## config.mk

```make
export PLATFORM = sky130hd
export DESIGN_NAME = rmq_div_cell
export DESIGN_NICKNAME = d
export VERILOG_FILES = /design/src/rtl/rmq_pkg.sv /design/src/rtl/rmq_div_cell.sv
export SDC_FILE = /design/constraint.sdc
export NUM_CORES = 1
export LEC_CHECK = 0
export ABC_AREA = 1
export BUFFER_PORTS_ARGS = -buffer_cell sky130_fd_sc_hd__buf_2
export CORE_ASPECT_RATIO = 1.5
export CORE_MARGIN = 2
export CORE_UTILIZATION = 50
export DETAILED_ROUTE_END_ITERATION = 8
export PLACE_DENSITY = 0.79
export SLEW_MARGIN = 0
export SYNTH_ARGS = -nofsm -noshare
export SYNTH_HDL_FRONTEND = slang
export SYNTH_SLANG_ARGS = --single-unit
```

## constraint.sdc

```tcl
create_clock -name clk_i -period 1.1 [get_ports clk_i]
set_clock_uncertainty 0.15 [all_clocks]
set_input_delay 0.165 -clock clk_i [delete_from_list [all_inputs] [get_ports clk_i]]
set_output_delay 0.165 -clock clk_i [all_outputs]
set_load 0.02 [all_outputs]
```

## src/rtl/rmq_pkg.sv

```systemverilog
// rmq_pkg: shared types for the rotation matrix to quaternion pipeline
// no dependencies; used by the front stage, the cells and the top level
package rmq_pkg;

  localparam int DATA_W = 16;
  localparam int MAG_W  = 17;   // magnitude of a sum or difference of two entries

  // output slot: 0 = w, 1 = x, 2 = y, 3 = z
  typedef logic [1:0] slot_t;

  localparam slot_t SLOT_W = 2'd0;
  localparam slot_t SLOT_X = 2'd1;
  localparam slot_t SLOT_Y = 2'd2;
  localparam slot_t SLOT_Z = 2'd3;

  // control that travels alongside the data through every stage
  typedef struct packed {
    logic             valid;
    logic             degen;
    slot_t            hslot;   // where the half root goes
    slot_t [2:0]      lslot;   // where each quotient lane goes
    logic  [2:0]      neg;     // sign of each lane numerator
  } rmq_ctrl_t;

endpackage

```

## src/rtl/rmq_div_cell.sv

```systemverilog
// rmq_div_cell: one quotient bit for each of three lanes by 2*root
// depends on rmq_pkg
module rmq_div_cell import rmq_pkg::*; #(
  parameter int RW    = 16,
  parameter int DIV_W = 32
) (
  input  logic                  clk_i,
  input  logic                  rst_ni,
  input  logic                  en_i,
  input  rmq_ctrl_t             ctrl_i,
  input  logic [RW-1:0]         root_i,
  input  logic [2:0][DIV_W-1:0] dvd_i,
  input  logic [2:0][RW+1:0]    rem_i,
  output rmq_ctrl_t             ctrl_o,
  output logic [RW-1:0]         root_o,
  output logic [2:0][DIV_W-1:0] dvd_o,
  output logic [2:0][RW+1:0]    rem_o
);

  rmq_ctrl_t             ctrl_q;
  logic [RW-1:0]         root_q;
  logic [2:0][DIV_W-1:0] dvd_q, dvd_d;
  logic [2:0][RW+1:0]    rem_q, rem_d;
  logic [RW+1:0]         den, rem_sh;

  always_comb begin
    den = {1'b0, root_i, 1'b0};
    for (int l = 0; l < 3; l++) begin
      rem_sh = {rem_i[l][RW:0], dvd_i[l][DIV_W-1]};
      // quotient bit shifts into the vacated dividend bit
      if (rem_sh >= den) begin
        rem_d[l] = rem_sh - den;
        dvd_d[l] = {dvd_i[l][DIV_W-2:0], 1'b1};
      end else begin
        rem_d[l] = rem_sh;
        dvd_d[l] = {dvd_i[l][DIV_W-2:0], 1'b0};
      end
    end
  end

  always_ff @(posedge clk_i or negedge rst_ni) begin
    if (!rst_ni) begin
      ctrl_q <= '0;
    end else if (en_i) begin
      ctrl_q <= ctrl_i;
    end
  end

  always_ff @(posedge clk_i) begin
    if (en_i) begin
      root_q <= root_i;
      dvd_q  <= dvd_d;
      rem_q  <= rem_d;
    end
  end

  assign ctrl_o = ctrl_q;
  assign root_o = root_q;
  assign dvd_o  = dvd_q;
  assign rem_o  = rem_q;

endmodule

```

==> impl_metrics.toml, run 1 <==
[clock_tree]
cts_buffer_depth = 2
htree_levels = 4
numCtsBuffers = 17
clock-root-buffer = "clkbuf_16"
cts_num_sinks = 179

[synth]
syn-num-nets = 1241
synth.most_common_cell = "nand2_1"
ys_warn_count = 0
async_flop_share_pct = 7.26
yosys-top-cells-area = "edfxtp_1, nand2_1, ha_1"
synth.cell_area_mm2 = 0.00946
netlist_instances = 1008
synthFlopType = "edfxtp_1"
ys_seq_area_share_pct = 56.1
synth_top_area_share_pct = 52.7
synthTopCellsByCount = "nand2_1, edfxtp_1, inv_1"
synth_edf_count = 166
yosys.area.top_type = "edfxtp_1"
syn_avg_cell_area_um2 = 9.38
ys_ff_latch = 179
synth.distinct_cells = 34

[die]
die_h_um = 172
rows = 61
start_util_pct = 51.0
ioPinCount = 361
die_w_um = 116

[placed_design]
port_buffers = 357
detailed_place_hpwl_um = 26000
place_congestion = 1.01

[sta]
endpoint_type = "register input"
postGrtWorstEndpoint = "rem_o[51]$_DFFE_PP_/D"

[status]
failing_step = "5_1_grt"
error = "[ERROR DPL-0038] Utilization greater than 100%, impossible to legalize"
status = "did not finish"

[grt]
grt_max_degree = 28
-- cells by family after synthesis --
| family | Yosys count | synth area share, % |
|---|---|---|
| buffers and inverters | 173 | 7.43 |
| and+or+nand+nor | 535 | 23.9 |
| adders and majority gates | 51 | 6.98 |
| DFF | 179 | 56.1 |
| xor gates and xnor gates | 21 | 1.94 |
| muxes | 13 | 1.55 |
| AOI/OAI and AO/OA | 36 | 2.02 |
-- stage by stage --
stage / cell area (um2) / cells / hold WS, ns / utilization, % / worst slack (ns)
after CTS: 17200 / 2002 / 0.00129 / 92.5 / -0.621
after detailed placement: 13000 / 1755 / -0.0908 / 70.1 / -1.23
after global placement: 13000 / 1755 / -0.101 / 70.1 / -1.19
after floorplan: 9750 / 1008 / -0.281 / - / -0.701
-- what timing repair did --
| action | 4_1_cts |
|---|---|
| cloned | 6 |
| pin swaps | 47 |
| hold endpoints to repair | 186 |
| resized for setup | 404 |
| buffers inserted | 40 |
| setup endpoints to repair | 233 |
| hold buffers | 170 |
==> inputs of run 2 (changes only) <==
--- a/config.mk
+++ b/config.mk
@@ -7,11 +7,10 @@
 export LEC_CHECK = 0
 export ABC_AREA = 1
 export BUFFER_PORTS_ARGS = -buffer_cell sky130_fd_sc_hd__buf_2
-export CORE_ASPECT_RATIO = 1.5
 export CORE_MARGIN = 2
-export CORE_UTILIZATION = 50
+export CORE_UTILIZATION = 40
 export DETAILED_ROUTE_END_ITERATION = 8
-export PLACE_DENSITY = 0.79
+export PLACE_DENSITY_LB_ADDON = 0.15
 export SLEW_MARGIN = 0
 export SYNTH_ARGS = -nofsm -noshare
 export SYNTH_HDL_FRONTEND = slang
==> run 2 against run 1 <==
  * The flow now finishes, with violations (setup timing)
  * Synthesized cell count unchanged
  * Synthesized area stayed put
==> impl_metrics.toml, run 2 <==
[sta]
fin_crit_sh_pct = 152
slew_violations = 0
setup_violations = 235
slew_headroom_pct = 79.2
hold_viol_final = 0
finalCriticalPeriod_ns = 1.67
setup_ws_ns = -0.570
rsz0062_at_grt = "yes"
max_freq_ghz = 0.599
worst_slew_pin_slew_ns = 0.311

[die]
die_h_um = 158
ioPinCount = 361
die_w_um = 158
fp.dieArea_mm2 = 0.0249
rows = 56
start_util_pct = 40.5
core_mm2 = 0.0233

[routing]
drt_first_pass_iters = 7
drt_iter0_drc = 643
post_drt_wl_per_cell_um = 18.8
viasPerCell = 4.81
final_antenna_net_count = 0
vias = 9953
drt-total-wl_um = 39000
drc = 0

[layout]
final_cells = 2070
layout_common_cells = "nand2_1, buf_2, buf_4"
fillers = 1632
syn2layout_area_growth_pct = 86.5
largest_reg_flops = 96
final_cell_area_mm2 = 0.0176
final_nets = 1967
drive_above_1_share_pct = 48.9
final_common_cell = "nand2_1"

[clock_tree]
cts_buffer_depth = 2
htree_levels = 4
numCtsBuffers = 17
cts_tree = "built"
clk-insertion-delay-late_ns = 0.44
clock-root-buffer = "clkbuf_16"
clk_pin_slew_ns = 0.09
cts_num_sinks = 179

[worst_setup_path]
arrival_ns = 1.71
critPathKind = "input pin to flop"
slowest_stage = "ha_4"
crit_path_start_kind = "input pin"
r2r_cells = 3
cp.required_ns = 1.14
ff2ff_setup_slack_ns = -0.12
crit_chain = "buf_8, clkinvlp_4, buf_6, ha_4, nand2_4, inv_2, nand2_1, nor4_2, nand2_2, nand2_4, buf_6, o21ai_0"
critPathMaxStageDelay_ns = 0.28
r2r-end = "ctrl_o[5]$_DFFE_PN0P_"
path_max_fanout = 5
endpoint_kind = "flop"
timing.rr.start = "ctrl_o[5]$_DFFE_PN0P_"
startpoint = "root_i[11]"

[power]
peakVddDrop_mv = 1.10
total_power_mw = 22.5
powerDensity_mw_per_mm2 = 1270
p_leak_nw = 8.42

[placed_design]
placed_cells = 1842
port_buffers = 357
place_congestion = 0.930
place_area_mm2 = 0.0133
place_ws_ns = -1.11
detailed_place_hpwl_um = 25600

[status]
violations = "setup timing"
status = "finished with violations"

[synth]
ys_seq_area_share_pct = 56.1
ys_warn_count = 0
yosys.area.top_type = "edfxtp_1"
synth.cell_area_mm2 = 0.00946
synth_edf_count = 166
synthTopCellsByCount = "nand2_1, edfxtp_1, inv_1"
async_flop_share_pct = 7.26
synth_top_area_share_pct = 52.7
synth.most_common_cell = "nand2_1"
synthFlopType = "edfxtp_1"
ys_ff_latch = 179
yosys-top-cells-area = "edfxtp_1, nand2_1, ha_1"
synth.distinct_cells = 34
syn-num-nets = 1241
syn_avg_cell_area_um2 = 9.38
netlist_instances = 1008

[grt]
grt_pass1_vias = 10000
grt_overflow = 0
grt_max_degree = 29
grt_first_pass_wirelength_um = 54300
antenna_found_initial = 3
track_usage_pct = 29.3

[hold_path]
hold_depth = 2
min_from = "en_i"
min_to = "dvd_o[32]$_DFFE_PP_"
hold_class = "input pin to flop"

[job]
maxCapViolations = 0
[run 2: cell counts after synthesis]
Identical to the previous run, type by type.
[run 2: power breakdown]
part / total [mW] / internal, mW / switching [mW]
clock network: 6.45 / 3.16 / 3.28
logic: 7.41 / 3.57 / 3.83
registers: 8.63 / 8.27 / 0.363
total: 22.5 / 15.0 / 7.48
[run 2: worst max-delay path, delay by kind of cell]
| kind | cells | cell delay, ns |
|---|---|---|
| buf+inv | 5 | 0.56 |
| compound gates | 1 | 0.09 |
| simple gates | 5 | 0.61 |
| fa+ha+maj | 1 | 0.28 |
[run 2: area by class of cell]
| type | count | area, um2 | share of cell area (%) |
|---|---|---|---|
| multi-input combinational | 659 | 4560 | 25.8 |
| clock buffer | 18 | 439 | 2.49 |
| timing repair buffer | 716 | 6110 | 34.6 |
| inverter | 161 | 641 | 3.63 |
| tap | 319 | 399 | 2.26 |
| sequential | 179 | 5310 | 30.1 |
| clock inverter | 14 | 178 | 1.01 |
| antenna | 4 | 10.0 | 0.0567 |
[run 2: kinds of logic (layout without fill, tap and decap cells)]
| group | Yosys count | in the layout | share of synthesized area (%) |
|---|---|---|---|
| buffers and inverters | 173 | 909 | 7.43 |
| xor gates and xnor gates | 21 | 21 | 1.94 |
| and+or+nand+nor | 535 | 538 | 23.9 |
| adders and majority gates | 51 | 51 | 6.98 |
| muxes | 13 | 13 | 1.55 |
| DFF | 179 | 179 | 56.1 |
| AOI/OAI and AO/OA | 36 | 36 | 2.02 |
| other | 0 | 4 | 0 |
[run 2: routing by layer]
| layer | vias up | routed length, um | global-route usage (%) |
|---|---|---|---|
| met5 | - | 0 | 0 |
| met3 | 100 | 2580 | 5.20 |
| li1 | 4770 | - | - |
| met2 | 426 | 19800 | 52.7 |
| met1 | 4657 | 14600 | 33.2 |
| met4 | 0 | 1980 | 14.8 |
[run 2: worst max path at each step]
stage	to	slack, ns
after floorplan	rem_o[52]$_DFFE_PP_	-0.70
after global placement	rem_o[33]$_DFFE_PP_	-1.07
after detailed placement	rem_o[38]$_DFFE_PP_	-1.11
after CTS	rem_o[38]$_DFFE_PP_	-0.48
after global routing	rem_o[39]$_DFFE_PP_	-0.64
final	rem_o[37]$_DFFE_PP_	-0.57
[run 2: what timing repair did]
item | in CTS | in global routing
pin swaps | 49 | 23
gates cloned | 4 | 2
setup buffers | 21 | 9
endpoints found under the hold margin | 168 | 0
resized for setup | 349 | 193
hold buffers | 156 | 0
setup endpoints to repair | 233 | 246
[run 2: through the flow]
| stage | setup TNS [ns] | utilization, % | hold WS (ns) |
|---|---|---|---|
| finish | -61.99 | 75.6 | 0.0112 |
| global placement | -54.95 | 57.0 | -0.0837 |
| detailed placement | -56.63 | 57.0 | -0.0857 |
| global route | -73.29 | 75.6 | 0.00238 |
| CTS | -59.19 | 72.4 | 0.000795 |
| floorplan | -36.65 | - | -0.281 |
Power figures use the tool's default switching activity.
