### src/rtl/rmq_pkg.sv
// rmq_pkg: shared types for the rotation matrix to quaternion pipeline
// no dependencies; used by the front stage, the cells and the top level
package rmq_pkg;

  localparam int DATA_W = 16;
  localparam int MAG_W  = 17;   // magnitude of a sum or difference of two entries

  // output slot: 0 = w, 1 = x, 2 = y, 3 = z
  typedef logic [1:0] slot_t;

  localparam slot_t SLOT_W = 2'd0;
  localparam slot_t SLOT_X = 2'd1;
  localparam slot_t SLOT_Y = 2'd2;
  localparam slot_t SLOT_Z = 2'd3;

  // control that travels alongside the data through every stage
  typedef struct packed {
    logic             valid;
    logic             degen;
    slot_t            hslot;   // where the half root goes
    slot_t [2:0]      lslot;   // where each quotient lane goes
    logic  [2:0]      neg;     // sign of each lane numerator
  } rmq_ctrl_t;

endpackage

### src/rtl/rmq_sqrt_cell.sv
// rmq_sqrt_cell: one root bit of the restoring square root per cell
// depends on rmq_pkg
module rmq_sqrt_cell import rmq_pkg::*; #(
  parameter int RAD_W = 32,
  parameter int RW    = 16
) (
  input  logic                  clk_i,
  input  logic                  rst_ni,
  input  logic                  en_i,
  input  rmq_ctrl_t             ctrl_i,
  input  logic [RAD_W-1:0]      rad_i,
  input  logic [RW+1:0]         rem_i,
  input  logic [RW-1:0]         root_i,
  input  logic [2:0][MAG_W-1:0] mag_i,
  output rmq_ctrl_t             ctrl_o,
  output logic [RAD_W-1:0]      rad_o,
  output logic [RW+1:0]         rem_o,
  output logic [RW-1:0]         root_o,
  output logic [2:0][MAG_W-1:0] mag_o
);

  rmq_ctrl_t             ctrl_q;
  logic [RAD_W-1:0]      rad_q;
  logic [RW+1:0]         rem_q, rem_d, rem_sh, trial;
  logic [RW-1:0]         root_q, root_d;
  logic [2:0][MAG_W-1:0] mag_q;

  always_comb begin
    rem_sh = {rem_i[RW-1:0], rad_i[RAD_W-1 -: 2]};
    trial  = {root_i, 2'b01};
    if (rem_sh >= trial) begin
      rem_d  = rem_sh - trial;
      root_d = {root_i[RW-2:0], 1'b1};
    end else begin
      rem_d  = rem_sh;
      root_d = {root_i[RW-2:0], 1'b0};
    end
  end

  always_ff @(posedge clk_i or negedge rst_ni) begin
    if (!rst_ni) begin
      ctrl_q <= '0;
    end else if (en_i) begin
      ctrl_q <= ctrl_i;
    end
  end

  always_ff @(posedge clk_i) begin
    if (en_i) begin
      rad_q  <= rad_i << 2;
      rem_q  <= rem_d;
      root_q <= root_d;
      mag_q  <= mag_i;
    end
  end

  assign ctrl_o = ctrl_q;
  assign rad_o  = rad_q;
  assign rem_o  = rem_q;
  assign root_o = root_q;
  assign mag_o  = mag_q;

endmodule

### config.mk
export PLATFORM = sky130hd
export DESIGN_NAME = rmq_sqrt_cell
export DESIGN_NICKNAME = d
export VERILOG_FILES = /design/src/rtl/rmq_pkg.sv /design/src/rtl/rmq_sqrt_cell.sv
export SDC_FILE = /design/constraint.sdc
export NUM_CORES = 1
export LEC_CHECK = 0
export ABC_AREA = 1
export BUFFER_PORTS_ARGS = -buffer_cell sky130_fd_sc_hd__buf_2
export CAP_MARGIN = 20
export CELL_PAD_IN_SITES_DETAIL_PLACEMENT = 1
export CELL_PAD_IN_SITES_GLOBAL_PLACEMENT = 2
export CORE_ASPECT_RATIO = 0.7
export CORE_MARGIN = 2
export CORE_UTILIZATION = 28
export DETAILED_ROUTE_END_ITERATION = 10
export PLACE_DENSITY_LB_ADDON = 0.1
export SYNTH_ARGS = -nofsm -noshare
export SYNTH_HDL_FRONTEND = slang
export SYNTH_SLANG_ARGS = --single-unit
### constraint.sdc
create_clock -name clk_i -period 0.8 [get_ports clk_i]
set_input_delay 0.16 -clock clk_i [delete_from_list [all_inputs] [get_ports clk_i]]
set_output_delay 0.16 -clock clk_i [all_outputs]
set_load 0.01 [all_outputs]
==> summary.md, run 1 <==
| Metric | Value |
|---|---|
| Outcome | finished with violations |
| Violated checks | negative setup slack |
| Yosys warnings | 0 |
| 1st-pass router iterations | 5 |
| DR DRC count | 0 |
| Finished Core Util | 52.36% |
| Flop-to-flop setup slack | -0.07 ns |
| Worst r2r dst | ctrl_o[5] |
| Post-synth cell types | 30 |
| Cells after Synth | between 400 and 500 |
| Metal-1 WL | about 9000 microns |
| Pwr/cell area | 2013 nW/um^2 |
| Core Footprint | between 15000 and 20000 sq um |
| CTS Sinks | roughly 130 |
| Crit-path cells | buf_8, ha_4, nand2_4, buf_12, inv_4, a21oi_4, nand2_1, nand2_1, nand4_1, buf_6, nand3_2, nand2_2 |
| WHS Path Cells | 3 |
| Htree depth | 4 |
| Io pins | 263 |
| Fmax | between 0.7 and 0.8 GHz |
| Initial antenna violation count | 1 |
| Worst reg2reg path depth | 2 |
| Final wirelength | ~21000 microns |
| Nets@finish | roughly 1000 |
| Tcrit/Tclk final | 171.0% |
| Vias per inst | 4.222 |
| Post-Syn Area per Cell | ~13 sq um |
| ANT nets after route | 0 |
| Final worst-path setup slack | -0.5676 ns |
| Hold Crit Start | rem_i[10] |
| Placer Congestion | approximately 0.75 |
| Routed wl met3 | ~1200 microns |
| TritonCTS Buffers | 17 |
| Worst endpoint required time | 0.98 ns |
| Fin. Hold Viols | 0 |
| Vias in the first global route | approximately 5400 |
| DIE HEIGHT | between 100 and 150 microns |
| Via Count | 4935 |
| VDD IR max | roughly 990 uV |
| Setup violators final | 148 |
| DIE AREA | approximately 21000 sq um |
| Drt wl/cell | between 15 and 20 microns |
| Reg2Reg Launch Point | ctrl_o[5] |
| Pre-CTS setup slack | -1.245 ns |
| #FFs+latches synth | about 130 |
| Longest Clk Path Bufs | 2 |
| Most common cell after layout, fill and taps aside | buf_2 |
| Layout cell share with drive strength beyond 1 | a little over half |
| Worst EP arrival | roughly 1.6 ns |
| HP Class | in -> reg |
| Crit-path max FO | 7 |
| Clk slew on worst S/H paths | approximately 0.060 ns |
| Most frequent cells in the layout | buf_2, edfxtp_1, dlygate4sd3_1 |
| Largest net degree at the start of global routing | 54 |
| Worst setup SP type | input pin |
| Minimum clock period | about 1.4 ns |
| Gr ovfl total | 0 |
| Mapped Area | approximately 5500 sq um |
| Highest routed layer | met4 |
| Root buffer cell | clkbuf_16 |
| Setup crit end kind | register |
| Met2 wire len | about 10000 microns |
| P_leak | between 0.004 and 0.005 uW |
| Half-perimeter wire length after placement | roughly 13000 microns |
| Sequential area share after synthesis | 68.31% |
| Crit-path max cell delay | 0.25 ns |
| Global-route usage over all layers | 20.01% |
| Max Cap Viol | 0 |
| Die width | 172.0 microns |
| RSZ-0062 raised after global routing | true |
| Clk_lat worst skew | about 0.43 ns |
| Area Overhead vs Synth | 81.07% |
| Overall power consumption | about 20000 uW |
| WHS Endpoint | rem_o[12] |
| First-pass GRT wire length | between 30000 and 40000 microns |
| Crit path top cell by count | nand2_1 |
| Buffers on Ports | 258 |
| Slowest cell on crit path | ha_4 |
| FP Rows | 42 |
| Final Slew Violations | 0 |
| Starting Density | between 20% and 30% |
| WS Path Type | in -> reg |
| Final setup skew | 0 ns |
| CTS tree | yes |
| 1st-iter DRT viols | between 200 and 250 |
-- flip-flops by register name (all words and copies together), names as in the netlist --
register	cells
ctrl_o	13
root_o	16
rad_o	30
mag_o	51
rem_o	18
-- Yosys cell counts, drive strengths merged --
| cell type | n | area, sq um |
|---|---|---|
| and2 | 1 | 8.760 |
| conb | 1 | 3.750 |
| o21ai | 5 | 25.02 |
| inv | 54 | 202.7 |
| mux2 | 13 | 146.4 |
| edfxtp | 115 | 3453 |
| nand2 | 122 | 500.5 |
| ha | 18 | 225.2 |
| nand3b | 6 | 45.04 |
| nor2 | 19 | 106.4 |
| xnor2 | 1 | 8.760 |
| nor3 | 2 | 10.01 |
| nand3 | 34 | 232.7 |
| a21oi | 12 | 71.32 |
| dfrtp | 13 | 325.3 |
| xor2 | 8 | 70.07 |
| buf | 7 | 65.06 |
| a21boi | 1 | 18.77 |
| nand4 | 2 | 12.51 |
-- layer usage --
metal / track usage [%] / vias up
li1: - / 2389
met1: 24.78 / 2375
met2: 35.24 / 153
met3: 4.256 / 18
met4: 5.935 / 0
met5: 0 / -
-- worst max-delay path by stage --
stage / startpoint / endpoint / slack [ns] / cells after the start
final: rem_i[7] / rem_o[17] / -0.57 / 12
after global routing: rem_i[7] / rem_o[5] / -0.65 / 13
after CTS: rem_i[7] / rem_o[17] / -0.58 / 12
after detailed placement: root_i[13] / rem_o[12] / -1.25 / 11
after global placement: root_i[6] / rem_o[10] / -1.23 / 11
after floorplan: root_i[11] / rem_o[13] / -0.68 / 11
-- through the flow --
step / TNS (ns) / instance area [sq um] / cells / hold slack (ns)
6_report: -49.44 / 10020 / 1169 / 0.08894
5_1_grt: -55.30 / 10020 / 1169 / 0.09732
4_1_cts: -50.92 / 9826 / 1165 / 0.06929
3_5_place_dp: -45.43 / 7870 / 1011 / 0.07954
3_3_place_gp: -42.94 / 7870 / 1011 / 0.05970
2_1_floorplan: -12.79 / 5822 / 435 / -0.1356
-- worst max-delay path, delay by kind of cell --
family                     cells  cell delay (ns)
and+or+nand+nor                6             0.53
buffers and inverters          4             0.46
adders and majority gates      1             0.25
AOI/OAI and AO/OA              1             0.14
-- where the power goes --
| part | internal (uW) | total, uW | switching (uW) |
|---|---|---|---|
| sequential | 7990 | 8190 | 201 |
| clock | 4330 | 7670 | 3340 |
| combinational | 2140 | 4300 | 2160 |
-- cells by family after synthesis --
kind of cell	synth area share [%]
buffers and inverters	4.841
and+or+nand+nor	16.56
other	0.06779
xor gates and xnor gates	1.425
AOI/OAI and AO/OA	2.081
muxes	2.646
DFF	68.31
adders and majority gates	4.072
-- timing repair --
action | in CTS | in global routing
pin swaps | 24 | 9
gates cloned | 3 | 0
buffers inserted | 9 | 3
resized for setup | 52 | 39
hold buffers | 110 | 0
endpoints found under the hold margin | 122 | 0
endpoints found under the setup margin | 147 | 147
-- area by class of cell --
cell class | count | area (sq um)
tap | 264 | 330.3
fill | 2114 | 9112
clock inverter | 14 | 133.9
antenna | 1 | 2.502
clock buffer | 18 | 429.2
sequential | 128 | 3779
inverter | 54 | 230.2
timing repair buffer | 442 | 3152
multi-input combinational | 248 | 1959
Power figures use the tool's default switching activity.
==> run 2, diff against run 1 <==
--- a/config.mk
+++ b/config.mk
@@ -15,6 +15,8 @@
 export CORE_UTILIZATION = 28
 export DETAILED_ROUTE_END_ITERATION = 10
 export PLACE_DENSITY_LB_ADDON = 0.1
+export SKIP_LAST_GASP = 1
 export SYNTH_ARGS = -nofsm -noshare
 export SYNTH_HDL_FRONTEND = slang
 export SYNTH_SLANG_ARGS = --single-unit
+export TNS_END_PERCENT = 10
==> summary.md, run 2 (synthesis results as in run 1) <==
| Metric | Value |
|---|---|
| Violated checks | negative setup slack |
| Via Count | 5063 (+2.6%) |
| WS Path Type | in -> reg |
| Max Cap Viol | 0 (unchanged) |
| Clk slew on worst S/H paths | 0.06 ns (about the same) |
| Final Non-Filler Cells | 1190 (+1.8%) |
| Htree depth | 4 (unchanged) |
| RSZ-0062 raised after global routing | true |
| Nets@finish | 1063 (+2.0%) |
| Placer Congestion | 0.7914 (+5.6%) |
| P_leak | 0.004664 uW (+2.6%) |
| Global-route usage over all layers | 20.01% (about the same) |
| Final worst-path setup slack | -0.6081 ns (-0.04047 ns) |
| Tcrit/Tclk final | 176.0% (+5.1 points) |
| Inst Count DP | 1033 (+2.2%) |
| Half-perimeter wire length after placement | 13830 microns (+4.8%) |
| Longest Clk Path Bufs | 2 (unchanged) |
| Most frequent cells in the layout | buf_2, edfxtp_1, dlygate4sd3_1 |
| Pwr/cell area | 2004 nW/um^2 (-0.44%) |
| Worst EP arrival | 1.58 ns (+0.03 ns) |
| HP Class | in -> reg |
| Placed Area | 7985 sq um (+1.5%) |
| Clk_lat worst skew | 0.41 ns (-0.02 ns) |
| Setup crit end kind | register |
| Fillers | 2111 (-0.14%) |
| DIE AREA | 20910 sq um (unchanged) |
| ANT nets after route | 0 (unchanged) |
| Fmax | 0.7102 GHz (-2.9%) |
| Crit-path max FO | 6 (-1) |
| Final wirelength | 20800 microns (+0.78%) |
| Worst setup SP type | input pin |
| 1st-iter DRT viols | 179 (-20%) |
| Root buffer cell | clkbuf_16 |
| 1st-pass router iterations | 4 (-1) |
| Final Slew Violations | 0 (unchanged) |
| CTS tree | yes |
| Core Footprint | 19130 sq um (unchanged) |
| Drt wl/cell | 17.48 microns (-1.0%) |
| Layout cell share with drive strength beyond 1 | 57.08% (+2.8 points) |
| First-pass GRT wire length | 31280 microns (+0.11%) |
| Vias in the first global route | 5554 (+2.2%) |
| Final setup skew | 0 ns (unchanged) |
| VDD IR max | 1074 uV (+8.0%) |
| Outcome | finished with violations |
| Initial antenna violation count | 1 (unchanged) |
| Starting Density | 28.92% (unchanged) |
| Most common cell after layout, fill and taps aside | buf_2 |
| Vias per inst | 4.255 (+0.78%) |
| Gr ovfl total | 0 (unchanged) |
| TritonCTS Buffers | 17 (unchanged) |
| Largest net degree at the start of global routing | 25 (-54%) |
| DIE HEIGHT | 121.6 microns (unchanged) |
| DR DRC count | 0 (unchanged) |
| Area of the multi-input gates | 2044 sq um (+4.3%) |
| Seq. cell area | 3779 sq um (unchanged) |
| Worst endpoint required time | 0.97 ns (about the same) |
| Area Overhead vs Synth | 84.21% |
| FP Rows | 42 (unchanged) |
| Buffers on Ports | 258 (unchanged) |
| Fin. Hold Viols | 0 (unchanged) |
| Max reg flops | 51 (unchanged) |
| CTS Sinks | 128 (unchanged) |
| Setup violators final | 148 (unchanged) |
| Die width | 172.0 microns (unchanged) |
| Final Cell Area | 10190 sq um (+1.7%) |
| Io pins | 263 (unchanged) |
| Minimum clock period | 1.408 ns (+0.04047 ns) |
## run 2: metrics by stage
| stage | TNS [ns] | setup slack, ns | utilization (%) | hold slack [ns] | power [uW] |
|---|---|---|---|---|---|
| global route | -54.52 | -0.6722 | 53.27 | 0.03327 | 21340 |
| global placement | -33.63 | -1.249 | 41.75 | 0.06427 | 11660 |
| CTS | -49.57 | -0.5216 | 52.39 | 0.02226 | 20450 |
| floorplan | -12.84 | -0.6959 | - | -0.1356 | 9869 |
| detailed placement | -34.95 | -1.297 | 41.75 | 0.07726 | 11730 |
| finish | -48.17 | -0.6081 | 53.27 | 0.04778 | 20420 |
## run 2: worst paths after layout
check,startpoint,to,slack (ns),cells after the start
max,root_i[6],rem_o[9],-0.61,15
min,root_i[1],root_o[2],0.05,2
max reg2reg,ctrl_o[4],ctrl_o[4],0.03,1
min reg2reg,ctrl_o[3],ctrl_o[3],0.50,1
max in group asynchronous,rst_ni,ctrl_o[6],0.38,2
min in group asynchronous,rst_ni,ctrl_o[1],0.18,2
## run 2: worst max-delay path: stages
cell and delay (ns):
buf_8 0.10, inv_6 0.04, ha_4 0.20, nand2_4 0.09
buf_6 0.10, nor2_4 0.04, buf_6 0.11, nand2_2 0.04
nand2_1 0.06, nand2_1 0.08, nand4_1 0.11, buf_4 0.18
buf_12 0.15, nand2_4 0.06, nand2_1 0.05
## run 2: final cells by class
| class | count | share of cell area (%) |
|---|---|---|
| sequential | 128 | 37.08 |
| clock buffer | 18 | 4.212 |
| inverter | 54 | 2.087 |
| timing repair buffer | 463 | 31.79 |
| antenna | 1 | 0.02456 |
| multi-input combinational | 248 | 20.06 |
| tap | 264 | 3.242 |
| clock inverter | 14 | 1.498 |
## run 2: timing repair
action / CTS / global route
resized for setup: 70 / 38
hold buffers: 109 / 0
hold endpoints to repair: 121 / 0
setup endpoints to repair: 147 / 148
setup buffers: 8 / 5
pin swaps: 26 / 24
gates cloned: 3 / 0
## run 2: power breakdown
group	internal (uW)	switching, uW	total (uW)
sequential	7990	176	8160
combinational	2200	2270	4470
clock	4630	3160	7790
## run 2: routing by layer
layer / wire, microns / global-route usage [%] / vias up / part of all wire [%]
met5: 0 / 0 / - / 0
met4: 316 / 5.147 / 0 / 1.5
met3: 1178 / 4.873 / 24 / 5.7
met2: 10590 / 35.87 / 161 / 51
met1: 8717 / 24.18 / 2445 / 42
li1: - / - / 2433 / -
